**src/hdl/sbsr_pkg.sv**
```systemverilog
// Shared types and constants for the servo bus status receiver.
// No dependencies; imported by every module of the block.
`default_nettype none
package sbsr_pkg;

  localparam int unsigned HUNT_LIMIT_DEF = 64;
  localparam logic [7:0]  HEADER_BYTE    = 8'hFF;
  localparam logic [8:0]  LEN_OVERHEAD   = 9'd2;

  // configuration register indexes
  localparam logic CFG_SERVO_ID  = 1'b0;
  localparam logic CFG_DATA_SIZE = 1'b1;

  typedef enum logic {
    ACT_BYTE    = 1'b0,
    ACT_TIMEOUT = 1'b1
  } action_e;

  typedef enum logic {
    KIND_DATA    = 1'b0,
    KIND_OUTCOME = 1'b1
  } kind_e;

  typedef enum logic [2:0] {
    OUT_OK      = 3'd0,
    OUT_NOHDR   = 3'd1,
    OUT_BADHDR  = 3'd2,
    OUT_CSUM    = 3'd3,
    OUT_TIMEOUT = 3'd4
  } outcome_e;

  typedef enum logic [2:0] {
    PH_HUNT   = 3'd0,
    PH_ID     = 3'd1,
    PH_LEN    = 3'd2,
    PH_STATUS = 3'd3,
    PH_DATA   = 3'd4,
    PH_CSUM   = 3'd5
  } phase_e;

  typedef struct packed {
    logic [7:0] servo_id;
    logic [7:0] data_size;
  } cfg_t;

  typedef struct packed {
    logic       kind;
    logic [7:0] data_byte;
    logic [7:0] data_index;
    logic [2:0] outcome;
    logic       last;
  } result_t;

endpackage
`default_nettype wire

```
**src/hdl/sbsr_if.sv**
```systemverilog
// Valid/ready channel interfaces for the receiver's byte input and result output.
// Plain signals only; no package dependency.
`default_nettype none
interface sbsr_in_if;
  logic       valid;
  logic       ready;
  logic       action;
  logic [7:0] rx_byte;

  modport source (output valid, output action, output rx_byte, input ready);
  modport sink   (input valid, input action, input rx_byte, output ready);
endinterface

interface sbsr_out_if;
  logic       valid;
  logic       ready;
  logic       kind;
  logic [7:0] data_byte;
  logic [7:0] data_index;
  logic [2:0] outcome;
  logic       last;

  modport source (output valid, output kind, output data_byte, output data_index,
                  output outcome, output last, input ready);
  modport sink   (input valid, input kind, input data_byte, input data_index,
                  input outcome, input last, output ready);
endinterface
`default_nettype wire

```
**src/hdl/sbsr_cfg_regs.sv**
```systemverilog
// Configuration registers of the receiver: expected ID and expected data size.
// Depends on sbsr_pkg.
`default_nettype none
module sbsr_cfg_regs (
  input  wire logic          clk_i,
  input  wire logic          rst_ni,
  input  wire logic          we_i,
  input  wire logic          idx_i,
  input  wire logic [7:0]    data_i,
  output sbsr_pkg::cfg_t     cfg_o
);
  import sbsr_pkg::*;

  cfg_t cfg_q;

  always_ff @(posedge clk_i or negedge rst_ni) begin
    if (!rst_ni) begin
      cfg_q.servo_id  <= 8'd1;
      cfg_q.data_size <= 8'd0;
    end else if (we_i) begin
      case (idx_i)
        CFG_SERVO_ID:  cfg_q.servo_id  <= data_i;
        CFG_DATA_SIZE: cfg_q.data_size <= data_i;
        default: ;
      endcase
    end
  end

  assign cfg_o = cfg_q;

endmodule
`default_nettype wire

```
**src/hdl/sbsr_parser.sv**
```systemverilog
// Reply parser: header hunt, ID/length/status checks, data pass-out, checksum.
// Depends on sbsr_pkg. Updates its state on each step and gives at most one result.
`default_nettype none
module sbsr_parser #(
  parameter int unsigned HUNT_LIMIT = sbsr_pkg::HUNT_LIMIT_DEF
) (
  input  wire logic          clk_i,
  input  wire logic          rst_ni,
  input  wire logic          step_i,
  input  wire logic          action_i,
  input  wire logic [7:0]    rx_byte_i,
  input  wire sbsr_pkg::cfg_t cfg_i,
  output logic               res_valid_o,
  output sbsr_pkg::result_t  res_o
);
  import sbsr_pkg::*;

  localparam int unsigned HCW = $clog2(HUNT_LIMIT + 1);
  localparam logic [HCW-1:0] HUNT_LIMIT_C = HCW'(HUNT_LIMIT);

  phase_e         phase_q, phase_d;
  logic [HCW-1:0] hunt_cnt_q, hunt_cnt_d;
  logic           prev_hdr_q, prev_hdr_d;
  logic [7:0]     sum_q, sum_d;
  logic [7:0]     data_cnt_q, data_cnt_d;
  logic           hdr_bad_q, hdr_bad_d;

  logic [HCW-1:0] hunt_inc;
  logic [7:0]     sum_add;
  logic [7:0]     data_inc;
  logic           is_hdr;
  logic           data_done;
  logic           csum_ok;
  logic           len_bad;
  logic           status_bad;

  assign is_hdr     = (rx_byte_i == HEADER_BYTE);
  assign hunt_inc   = hunt_cnt_q + HCW'(1);
  assign sum_add    = sum_q + rx_byte_i;
  assign data_inc   = data_cnt_q + 8'd1;
  assign data_done  = (data_cnt_q >= cfg_i.data_size);
  assign csum_ok    = (~sum_q == rx_byte_i);
  assign len_bad    = ({1'b0, rx_byte_i} != ({1'b0, cfg_i.data_size} + LEN_OVERHEAD));
  assign status_bad = hdr_bad_q || (rx_byte_i != 8'd0);

  // next state
  always_comb begin
    phase_d    = phase_q;
    hunt_cnt_d = hunt_cnt_q;
    prev_hdr_d = prev_hdr_q;
    sum_d      = sum_q;
    data_cnt_d = data_cnt_q;
    hdr_bad_d  = hdr_bad_q;
    if (action_i == ACT_TIMEOUT) begin
      phase_d = PH_HUNT;
    end else begin
      case (phase_q)
        PH_HUNT: begin
          if (prev_hdr_q && is_hdr) begin
            phase_d = PH_ID;
          end else begin
            prev_hdr_d = is_hdr;
            hunt_cnt_d = hunt_inc;
            if (hunt_inc >= HUNT_LIMIT_C) phase_d = PH_HUNT;
          end
        end
        PH_ID: begin
          sum_d     = rx_byte_i;
          hdr_bad_d = (rx_byte_i != cfg_i.servo_id);
          phase_d   = PH_LEN;
        end
        PH_LEN: begin
          sum_d   = sum_add;
          if (len_bad) hdr_bad_d = 1'b1;
          phase_d = PH_STATUS;
        end
        PH_STATUS: begin
          sum_d      = sum_add;
          data_cnt_d = 8'd0;
          if (status_bad)                    phase_d = PH_HUNT;
          else if (cfg_i.data_size == 8'd0)  phase_d = PH_CSUM;
          else                               phase_d = PH_DATA;
        end
        PH_DATA: begin
          if (data_done) begin
            phase_d = PH_HUNT;
          end else begin
            sum_d      = sum_add;
            data_cnt_d = data_inc;
            if (data_inc >= cfg_i.data_size) phase_d = PH_CSUM;
          end
        end
        PH_CSUM: phase_d = PH_HUNT;
        default: phase_d = PH_HUNT;
      endcase
    end
    // every return to the hunt starts from a clean slate
    if (phase_d == PH_HUNT && !(phase_q == PH_HUNT && hunt_inc < HUNT_LIMIT_C
                                && action_i == ACT_BYTE)) begin
      hunt_cnt_d = '0;
      prev_hdr_d = 1'b0;
      sum_d      = 8'd0;
      data_cnt_d = 8'd0;
      hdr_bad_d  = 1'b0;
    end
  end

  // result
  always_comb begin
    res_valid_o      = 1'b0;
    res_o.kind       = KIND_OUTCOME;
    res_o.data_byte  = 8'd0;
    res_o.data_index = 8'd0;
    res_o.outcome    = OUT_OK;
    res_o.last       = 1'b1;
    if (action_i == ACT_TIMEOUT) begin
      res_valid_o   = 1'b1;
      res_o.outcome = OUT_TIMEOUT;
    end else begin
      case (phase_q)
        PH_HUNT: begin
          if (!(prev_hdr_q && is_hdr) && hunt_inc >= HUNT_LIMIT_C) begin
            res_valid_o   = 1'b1;
            res_o.outcome = OUT_NOHDR;
          end
        end
        PH_STATUS: begin
          if (status_bad) begin
            res_valid_o   = 1'b1;
            res_o.outcome = OUT_BADHDR;
          end
        end
        PH_DATA: begin
          res_valid_o = 1'b1;
          if (data_done) begin
            res_o.outcome = csum_ok ? OUT_OK : OUT_CSUM;
          end else begin
            res_o.kind       = KIND_DATA;
            res_o.data_byte  = rx_byte_i;
            res_o.data_index = data_cnt_q;
            res_o.last       = 1'b0;
          end
        end
        PH_CSUM: begin
          res_valid_o   = 1'b1;
          res_o.outcome = csum_ok ? OUT_OK : OUT_CSUM;
        end
        default: ;
      endcase
    end
  end

  always_ff @(posedge clk_i or negedge rst_ni) begin
    if (!rst_ni) begin
      phase_q    <= PH_HUNT;
      hunt_cnt_q <= '0;
      prev_hdr_q <= 1'b0;
      sum_q      <= 8'd0;
      data_cnt_q <= 8'd0;
      hdr_bad_q  <= 1'b0;
    end else if (step_i) begin
      phase_q    <= phase_d;
      hunt_cnt_q <= hunt_cnt_d;
      prev_hdr_q <= prev_hdr_d;
      sum_q      <= sum_d;
      data_cnt_q <= data_cnt_d;
      hdr_bad_q  <= hdr_bad_d;
    end
  end

endmodule
`default_nettype wire

```
**src/hdl/servo_bus_status_receiver_top.sv**
```systemverilog
// Servo bus status receiver: input register, reply parser, output register.
// Depends on sbsr_pkg, sbsr_if, sbsr_cfg_regs and sbsr_parser.
//
// Takes one request (a received byte or a read timeout) per cycle and gives at
// most one result per request. The request is held in the input register and is
// parsed on its way into the output register, whose valid bit drives out_ch.valid.
// A new request is accepted every cycle while results are taken; the output register
// holds a result that waits, and the input register keeps the next request until it
// can move on. The user writes configuration through the plain write port only while
// no request is in flight; the block itself does not enforce this. A write between
// bytes of a reply takes effect from the next byte.
`default_nettype none
module servo_bus_status_receiver_top #(
  parameter int unsigned HUNT_LIMIT = sbsr_pkg::HUNT_LIMIT_DEF
) (
  input  wire logic  clk_i,
  input  wire logic  rst_ni,
  sbsr_in_if.sink    in_ch,
  sbsr_out_if.source out_ch,
  input  wire logic  cfg_we_i,
  input  wire logic  cfg_idx_i,
  input  wire logic [7:0] cfg_data_i
);
  import sbsr_pkg::*;

  cfg_t       cfg;
  logic       in_vld_q;
  logic       in_action_q;
  logic [7:0] in_byte_q;
  logic       out_vld_q;
  result_t    out_q;
  logic       out_free;
  logic       step;
  logic       in_ready;
  logic       res_valid;
  result_t    res;

  assign out_free = !out_vld_q || out_ch.ready;
  assign step     = in_vld_q && out_free;
  assign in_ready = !in_vld_q || out_free;

  sbsr_cfg_regs u_cfg (
    .clk_i  (clk_i),
    .rst_ni (rst_ni),
    .we_i   (cfg_we_i),
    .idx_i  (cfg_idx_i),
    .data_i (cfg_data_i),
    .cfg_o  (cfg)
  );

  sbsr_parser #(
    .HUNT_LIMIT (HUNT_LIMIT)
  ) u_parser (
    .clk_i       (clk_i),
    .rst_ni      (rst_ni),
    .step_i      (step),
    .action_i    (in_action_q),
    .rx_byte_i   (in_byte_q),
    .cfg_i       (cfg),
    .res_valid_o (res_valid),
    .res_o       (res)
  );

  always_ff @(posedge clk_i or negedge rst_ni) begin
    if (!rst_ni) begin
      in_vld_q  <= 1'b0;
      out_vld_q <= 1'b0;
    end else begin
      if (in_ready)  in_vld_q  <= in_ch.valid;
      if (out_free)  out_vld_q <= step && res_valid;
    end
  end

  always_ff @(posedge clk_i) begin
    if (in_ready && in_ch.valid) begin
      in_action_q <= in_ch.action;
      in_byte_q   <= in_ch.rx_byte;
    end
    if (step && res_valid) out_q <= res;
  end

  assign in_ch.ready       = in_ready;
  assign out_ch.valid      = out_vld_q;
  assign out_ch.kind       = out_q.kind;
  assign out_ch.data_byte  = out_q.data_byte;
  assign out_ch.data_index = out_q.data_index;
  assign out_ch.outcome    = out_q.outcome;
  assign out_ch.last       = out_q.last;

  // a request stalled in the input register must not change
  a_in_hold: assert property (@(posedge clk_i) disable iff (!rst_ni)
    in_vld_q && !out_free |=> in_vld_q && $stable(in_byte_q) && $stable(in_action_q))
    else $error("stalled input request changed");

  // back-pressure only comes from a full input register
  a_ready_src: assert property (@(posedge clk_i) disable iff (!rst_ni)
    !in_ready |-> in_vld_q && out_vld_q)
    else $error("input not ready without a stalled request");

  // a timeout always yields an outcome result
  a_timeout: assert property (@(posedge clk_i) disable iff (!rst_ni)
    step && in_action_q == ACT_TIMEOUT |=> out_vld_q && out_q.outcome == OUT_TIMEOUT
      && out_q.last)
    else $error("timeout did not end the reply");

  // data results never carry an outcome and never close a reply
  a_data_fmt: assert property (@(posedge clk_i) disable iff (!rst_ni)
    out_vld_q && out_q.kind == KIND_DATA |-> !out_q.last && out_q.outcome == OUT_OK)
    else $error("malformed data result");

endmodule
`default_nettype wire
```
**src/flat_wrapper.sv**
```systemverilog
// flat-port wrapper written by rule: the top's interface ports become plain ports
module servo_bus_status_receiver_top_flat import sbsr_pkg::*;
#(
  parameter int unsigned HUNT_LIMIT = sbsr_pkg::HUNT_LIMIT_DEF
)
  (clk_i, rst_ni, cfg_we_i, cfg_idx_i, cfg_data_i, in_ch_valid, in_ch_action, in_ch_rx_byte, in_ch_ready, out_ch_valid, out_ch_kind, out_ch_data_byte, out_ch_data_index, out_ch_outcome, out_ch_last, out_ch_ready);
  sbsr_in_if in_ch_i ();
  sbsr_out_if out_ch_i ();
  input  wire logic clk_i;
  input  wire logic rst_ni;
  input  wire logic cfg_we_i;
  input  wire logic cfg_idx_i;
  input  wire logic [7:0] cfg_data_i;
  input wire logic [$bits(in_ch_i.valid)-1:0] in_ch_valid;
  input wire logic [$bits(in_ch_i.action)-1:0] in_ch_action;
  input wire logic [$bits(in_ch_i.rx_byte)-1:0] in_ch_rx_byte;
  output wire logic [$bits(in_ch_i.ready)-1:0] in_ch_ready;
  output wire logic [$bits(out_ch_i.valid)-1:0] out_ch_valid;
  output wire logic [$bits(out_ch_i.kind)-1:0] out_ch_kind;
  output wire logic [$bits(out_ch_i.data_byte)-1:0] out_ch_data_byte;
  output wire logic [$bits(out_ch_i.data_index)-1:0] out_ch_data_index;
  output wire logic [$bits(out_ch_i.outcome)-1:0] out_ch_outcome;
  output wire logic [$bits(out_ch_i.last)-1:0] out_ch_last;
  input wire logic [$bits(out_ch_i.ready)-1:0] out_ch_ready;
  assign in_ch_i.valid = in_ch_valid;
  assign in_ch_i.action = in_ch_action;
  assign in_ch_i.rx_byte = in_ch_rx_byte;
  assign in_ch_ready = in_ch_i.ready;
  assign out_ch_valid = out_ch_i.valid;
  assign out_ch_kind = out_ch_i.kind;
  assign out_ch_data_byte = out_ch_i.data_byte;
  assign out_ch_data_index = out_ch_i.data_index;
  assign out_ch_outcome = out_ch_i.outcome;
  assign out_ch_last = out_ch_i.last;
  assign out_ch_i.ready = out_ch_ready;
  servo_bus_status_receiver_top #(.HUNT_LIMIT(HUNT_LIMIT)) u_core (.clk_i(clk_i), .rst_ni(rst_ni), .in_ch(in_ch_i), .out_ch(out_ch_i), .cfg_we_i(cfg_we_i), .cfg_idx_i(cfg_idx_i), .cfg_data_i(cfg_data_i));
endmodule
```
**config.mk**
```make
export PLATFORM = sky130hd
export DESIGN_NAME = servo_bus_status_receiver_top_flat
export DESIGN_NICKNAME = d
export VERILOG_FILES = /design/src/hdl/sbsr_pkg.sv /design/src/hdl/sbsr_if.sv /design/src/hdl/sbsr_cfg_regs.sv /design/src/hdl/sbsr_parser.sv /design/src/hdl/servo_bus_status_receiver_top.sv /design/src/flat_wrapper.sv
export SDC_FILE = /design/constraint.sdc
export NUM_CORES = 1
export LEC_CHECK = 0
export ABC_CLOCK_PERIOD_IN_PS = 5100
export BUFFER_PORTS_ARGS = -buffer_cell sky130_fd_sc_hd__buf_2
export CORE_MARGIN = 2
export CORE_UTILIZATION = 50
export DETAILED_ROUTE_END_ITERATION = 7
export PLACE_DENSITY_LB_ADDON = 0.25
export REMOVE_ABC_BUFFERS = 1
export SYNTH_ARGS = -nofsm -noshare
export SYNTH_HDL_FRONTEND = slang
export SYNTH_SLANG_ARGS = --single-unit
export TNS_END_PERCENT = 30
```
**constraint.sdc**
```tcl
create_clock -name clk_i -period 5.1 [get_ports clk_i]
set_input_delay 1.275 -clock clk_i [delete_from_list [all_inputs] [get_ports clk_i]]
set_output_delay 1.275 -clock clk_i [all_outputs]
set_load 0.05 [all_outputs]
```
Word level (Yosys, flattened, before mapping) --
Cells that the tools add are included.
Word-level totals: input bits 23, output and inout bits 23, word-level logic and storage cells 114, register bits after elaboration 76
Cells by class: equality and inequality tests 13, $lt $le $gt $ge 4, multiplexer cells 39, bitwise logic cells 4, reductions and logical operators 33, add/sub/neg operators 4
Operators by type and width (count):
- $mux 8 | 6
- $mux 7 | 4
- $pmux 8 s3 | 1
- $mux 3 | 6
- $mux 17 | 1
- $ge 8x8->1 | 2
- $pmux 8 s2 | 1
- $reduce_and 4->1 | 4
- $pmux 3 s5 | 1
- $mux 1 | 13
- $pmux 3 s4 | 1
- $add 8x2->9 const B | 1
- $ne 8x9->1 | 1
- $add 8x1->8 const B | 1
- $add 8x8->8 | 1
- $eq 8x8->1 | 1
- $eq 8x8->1 const B | 1
- $logic_and 1x1->1 | 8
- $logic_not 8->1 | 1
- $ne 8x8->1 | 1
- $not 8->8 | 1
- $reduce_bool 8->1 | 1
- $add 7x1->7 const B | 1
- $ge 7x7->1 const B | 1
- other kinds (20) | 37

Longest topological paths before layout --
word-level depth 10, gate-level depth with buffers 10, mapped depth without buffers 10

By module --
Synthesis repeated with hierarchy kept, for this count alone.
Second synthesis, totals: cell total of the unflattened synthesis 403, area, all modules 4490.6 sq um
Modules (own cells, without submodules):
- sbsr_parser | cells an instance 328, seq. area each 700.7 sq um, instances 1, area an instance 2835.2 sq um
- servo_bus_status_receiver_top | cells an instance 40, seq. area each 950.9 sq um, instances 1, area an instance 1012.2 sq um
- sbsr_cfg_regs | cells an instance 35, seq. area each 401.6 sq um, instances 1, area an instance 643.1 sq um

Least setup slack after synthesis --
Ideal clock, no wire load.
kind input to output, start input port out_ch_ready, end output port in_ch_ready, arrival 1.758 ns, stages on the path 1, buffers on the path 0, data required time 3.825 ns, setup slack 2.067 ns, cells stage by stage nand3b_1
Between the ends: longest elaborated chain between the ends 2
Ends and longest elaborated chain:
- start: declaration | RTL line flat_wrapper.sv:24 | input wire logic [$bits(out_ch_i.ready)-1:0] out_ch_ready;
- $logic_or 1x1->1 | RTL line servo_bus_status_receiver_top.sv:38 | assign out_free = !out_vld_q || out_ch.ready;
- $logic_or 1x1->1 | RTL line servo_bus_status_receiver_top.sv:40 | assign in_ready = !in_vld_q || out_free;
- end: declaration | RTL line flat_wrapper.sv:17 | output wire logic [$bits(in_ch_i.ready)-1:0] in_ch_ready;
No other way between the ends.

Worst setup path after layout --
start register u_core.in_byte_q[7], end register u_core.out_q (netlist bit u_core.out_ch.data_byte[7]), enable pin
Between the ends: longest elaborated chain between the ends 8, elaborated cells between the ends (all ways) 11, those cells by class 1 x eq/ne; 4 x mux; 6 x reduce/logical
Ends and longest elaborated chain:
- start: declaration | RTL line servo_bus_status_receiver_top.sv:29 | logic [7:0] in_byte_q;
- start signal: assignment | RTL line servo_bus_status_receiver_top.sv:77 | in_byte_q <= in_ch.rx_byte;
- $eq 8x8->1 | RTL line sbsr_parser.sv:37 | assign is_hdr = (rx_byte_i == HEADER_BYTE);
- $logic_and 1x1->1 | RTL line sbsr_parser.sv:122 | if (!(prev_hdr_q && is_hdr) && hunt_inc >= HUNT_LIMIT_C) begin
- $logic_not 1->1 | RTL line sbsr_parser.sv:122
- $logic_and 1x1->1 | RTL line sbsr_parser.sv:122
- $mux 1 | RTL line sbsr_parser.sv:122
- $pmux 1 s3 * | RTL line sbsr_parser.sv:120 | case (phase_q)
- $mux 1 * | RTL line sbsr_parser.sv:116 | if (action_i == ACT_TIMEOUT) begin
- $logic_and 1x1->1 * | RTL line servo_bus_status_receiver_top.sv:79 | if (step && res_valid) out_q <= res;
- end signal: assignment | RTL line servo_bus_status_receiver_top.sv:79
- end: declaration | RTL line servo_bus_status_receiver_top.sv:31 | result_t out_q;
Every way passes the cells marked *; elsewhere a longest branch is shown, timed or not. A chain may end at the register's enable or synchronous reset.

==> impl_metrics.json <==
{
  "outcome": "finished clean",
  "tightestPinTransition_ps": 1069,
  "cts.repair_timing.setup_buffer_count": 0,
  "cp_slowest_stage_delay_ps": 780,
  "io_buffer_count": 45,
  "max_slew_margin_pct": 28.73,
  "postRouteAntennaNets": 0,
  "final_count_of_negative_setup_slack_endpoints": 0,
  "fillCellCount": 720,
  "first_global_vias": 3297,
  "insertedDiodeCount": 0,
  "seq_area_um2": 2023,
  "gr-total-overflow": 0,
  "critical_path.n_buffers_inverters": 0,
  "via_per_inst": 5.777,
  "layout-drive-gt1-share_pct": 19.35,
  "timing.critical_path.from_type": "flip-flop",
  "setup.worst_path.end_class": "flip-flop",
  "final_hold_violation_count": 0,
  "hold_path.class": "flip-flop to flip-flop",
  "grt_setup_unrepaired": "no",
  "final_util_pct": 58.69,
  "grt_pass1_wl_um": 15860,
  "detailed_place_hpwl_um": 6933,
  "power_density_nw_per_um2": 358.6,
  "yosys_register_bits": 75,
  "post-route-drc-count": 0,
  "finClkSkew_ps": 10.95,
  "avg_inst_size_synth_um2": 10.46,
  "gp_congestion": 0.8715,
  "routed-via-count": 3293,
  "synth_area_um2": 4339,
  "synth_cells": 415,
  "data_required_critical_path_ps": 5070,
  "fp.dieH_um": 97.16,
  "dp_slack_ps": 1918,
  "initial_antenna_violation_count": 0,
  "die-width_um": 97.16,
  "min_period_over_period_pct": 61.82,
  "p_leak_nw": 2.088,
  "cap_violations": 0,
  "ctsRootBufferMaster": "sky130_fd_sc_hd__clkbuf_8",
  "drt_wl_total_um": 9514,
  "multiInputGateArea_um2": 2181,
  "final_cell_mix": "sky130_fd_sc_hd__buf_2, sky130_fd_sc_hd__dfrtp_1, sky130_fd_sc_hd__nand2_1, sky130_fd_sc_hd__edfxtp_1, sky130_fd_sc_hd__ha_1",
  "cell_type_contributing_the_most_total_cell_area_after_synthesis": "sky130_fd_sc_hd__dfrtp_1",
  "nets": 510,
  "syn_to_layout_area_delta_pct": 12.25,
  "grt_max_degree": 47,
  "yosysSeqAreaShare_pct": 46.63,
  "layout.cells.non_filler": 570,
  "crit_chain": "nand4_1 -> nor2_1 -> a2111oi_0 -> o21ai_0 -> and3_1 -> nor2_2",
  "final.setup.tns_ps": 0,
  "final_slew_viol_count": 0,
  "cp_slowest_cell": "sky130_fd_sc_hd__nor2_2",
  "postLayoutSetupSlackWorst_ps": 1947,
  "synth_top_cell_area_share_pct": 25.95,
  "drt_first_pass_iters": 4,
  "min_period_ps": 3153,
  "critical-path-top-delay-family": "simple AND/OR/NAND/NOR gates",
  "post_cts_resize_count": 0,
  "cts_sinks": 75,
  "die-area_um2": 9439,
  "fp-row-count": 33,
  "numPlacedInstances": 554,
  "timing.critical_path.fanout_max": 20,
  "clkTransAtPathRegs_ps": 80,
  "post_cts_hold_buffer_count": 0,
  "numCtsBuffers": 9,
  "synth_edf_count": 29,
  "cp_data_arrival_time_ps": 3130,
  "dominantRegCellSynth": "sky130_fd_sc_hd__dfrtp_1",
  "timing_worst_setup_path_type": "flip-flop to flip-flop",
  "max_freq_ghz": 0.3172,
  "track_usage_pct": 20.98,
  "post_drt_wl_per_cell_um": 16.69,
  "yosys_warning_total": 0,
  "design.core.area_um2": 8299,
  "clk_latency_ps": 350,
  "maximum_count_of_clock_buffers_along_a_single_path": 2,
  "initial_utilization_pct": 52.28,
  "cts_tree": "built",
  "synth_async_sr_flop_share_pct": 61.33,
  "detail_route.iter0.violations": 170,
  "htreeDepth": 3,
  "worst_ir_drop_vdd_uv": 208.9,
  "synth.top_cells.by_area": "sky130_fd_sc_hd__dfrtp_1, sky130_fd_sc_hd__edfxtp_1, sky130_fd_sc_hd__ha_1, sky130_fd_sc_hd__mux2_2, sky130_fd_sc_hd__xor2_1",
  "io-pin-count": 46,
  "synth_cell_types": 64
}
==> worst min-delay path: cells and delay by family, from the launching register on <==
kind / cells / cell delay, ps
DFF: 1 / 350
AOI/OAI and AO/OA: 1 / 60
and+or+nand+nor: 1 / 50
==> final timing paths <==
path / startpoint / endpoint / slack (ps) / cells past startpoint
setup / recovery: u_core.in_byte_q[7] / u_core.out_ch.data_byte[7] / 1950 / 6
hold / removal: u_core.u_parser.sum_q[3] / u_core.u_parser.sum_q[3] / 500 / 2
setup reg to reg: u_core.in_byte_q[7] / u_core.out_ch.data_byte[7] / 1950 / 6
hold reg to reg: u_core.u_parser.sum_q[3] / u_core.u_parser.sum_q[3] / 500 / 2
max in group asynchronous: rst_ni / u_core.u_parser.hunt_cnt_q[4] / 3320 / 1
min in group asynchronous: rst_ni / u_core.u_cfg.cfg_o[9] / 1110 / 1
==> cells in the mapped netlist (2+ instances only) <==
cell / count
sky130_fd_sc_hd__a2111o_1: 3
sky130_fd_sc_hd__a2111oi_0: 2
sky130_fd_sc_hd__a211oi_1: 6
sky130_fd_sc_hd__a21o_1: 3
sky130_fd_sc_hd__a21oi_1: 16
sky130_fd_sc_hd__a22o_1: 4
sky130_fd_sc_hd__a31oi_1: 2
sky130_fd_sc_hd__and2_1: 18
sky130_fd_sc_hd__and3_1: 6
sky130_fd_sc_hd__buf_2: 2
sky130_fd_sc_hd__clkbuf_1: 9
sky130_fd_sc_hd__dfrtp_1: 45
sky130_fd_sc_hd__edfxtp_1: 29
sky130_fd_sc_hd__ha_1: 26
sky130_fd_sc_hd__inv_1: 21
sky130_fd_sc_hd__inv_2: 2
sky130_fd_sc_hd__mux2_2: 16
sky130_fd_sc_hd__mux2i_1: 5
sky130_fd_sc_hd__nand2_1: 29
sky130_fd_sc_hd__nand2b_1: 3
sky130_fd_sc_hd__nand3_1: 10
sky130_fd_sc_hd__nand4_1: 7
sky130_fd_sc_hd__nor2_1: 25
sky130_fd_sc_hd__nor2b_1: 9
sky130_fd_sc_hd__nor3_1: 11
sky130_fd_sc_hd__nor4_1: 6
sky130_fd_sc_hd__o211ai_1: 2
sky130_fd_sc_hd__o21a_1: 6
sky130_fd_sc_hd__o21ai_0: 20
sky130_fd_sc_hd__o21ai_1: 10
sky130_fd_sc_hd__o22ai_1: 2
sky130_fd_sc_hd__o31ai_1: 2
sky130_fd_sc_hd__o32ai_1: 2
sky130_fd_sc_hd__xnor2_1: 11
sky130_fd_sc_hd__xor2_1: 16
==> per-stage QoR <==
step / area, um2 / hold WS (ps) / power, mW
2_1_floorplan: 4288 / 462.1 / 1.123
3_3_place_gp: 4654 / 474.7 / 1.240
3_5_place_dp: 4654 / 486.0 / 1.255
4_1_cts: 4871 / 504.4 / 1.753
5_1_grt: 4871 / 533.3 / 1.840
6_report: 4871 / 495.3 / 1.747
==> cell type report <==
| class | instances | share of cell area (%) |
|---|---|---|
| multi-input combinational | 305 | 44.77 |
| sequential | 75 | 41.54 |
| timing repair buffer | 46 | 4.778 |
| clock buffer | 10 | 2.826 |
| tap | 105 | 2.697 |
| inverter | 23 | 1.772 |
| clock inverter | 6 | 1.618 |
==> sequential cells by signal (all words and copies together) (netlist names) <==
register	cells
u_core.u_cfg.cfg_o	16
u_core.in_byte_q	8
u_core.out_ch.data_byte	8
u_core.out_ch.data_index	8
u_core.u_parser.data_cnt_q	8
u_core.u_parser.sum_q	8
u_core.u_parser.hunt_cnt_q	7
u_core.out_ch.outcome	3
u_core.u_parser.phase_q	3
u_core.in_action_q	1
u_core.in_vld_q	1
u_core.out_ch.kind	1
u_core.out_ch.valid	1
u_core.u_parser.hdr_bad_q	1
u_core.u_parser.prev_hdr_q	1
==> power by group <==
group / switching, mW / internal (mW) / leakage [nW]
clock: 0.218 / 0.284 / 0.105
combinational: 0.283 / 0.179 / 1.11
sequential: 0.0841 / 0.698 / 0.874
total: 0.585 / 1.16 / 2.09
==> routing by layer <==
layer	share of wire, %	global-route usage (%)
met1	45	28.04
met2	48	34.46
met3	4.8	2.734
met4	1.7	8.884
met5	0	0
==> kinds of logic after synthesis <==
logic type                 Yosys count  share of synthesized area [%]
AOI/OAI and AO/OA                   94                          14.97
xor gates and xnor gates            27                          5.450
adders and majority gates           27                          7.958
buffers and inverters               35                          3.172
DFF                                 75                          46.63
muxes                               21                          5.306
and+or+nand+nor                    136                          16.52
Note: power is estimated with default switching activity, not from simulation.
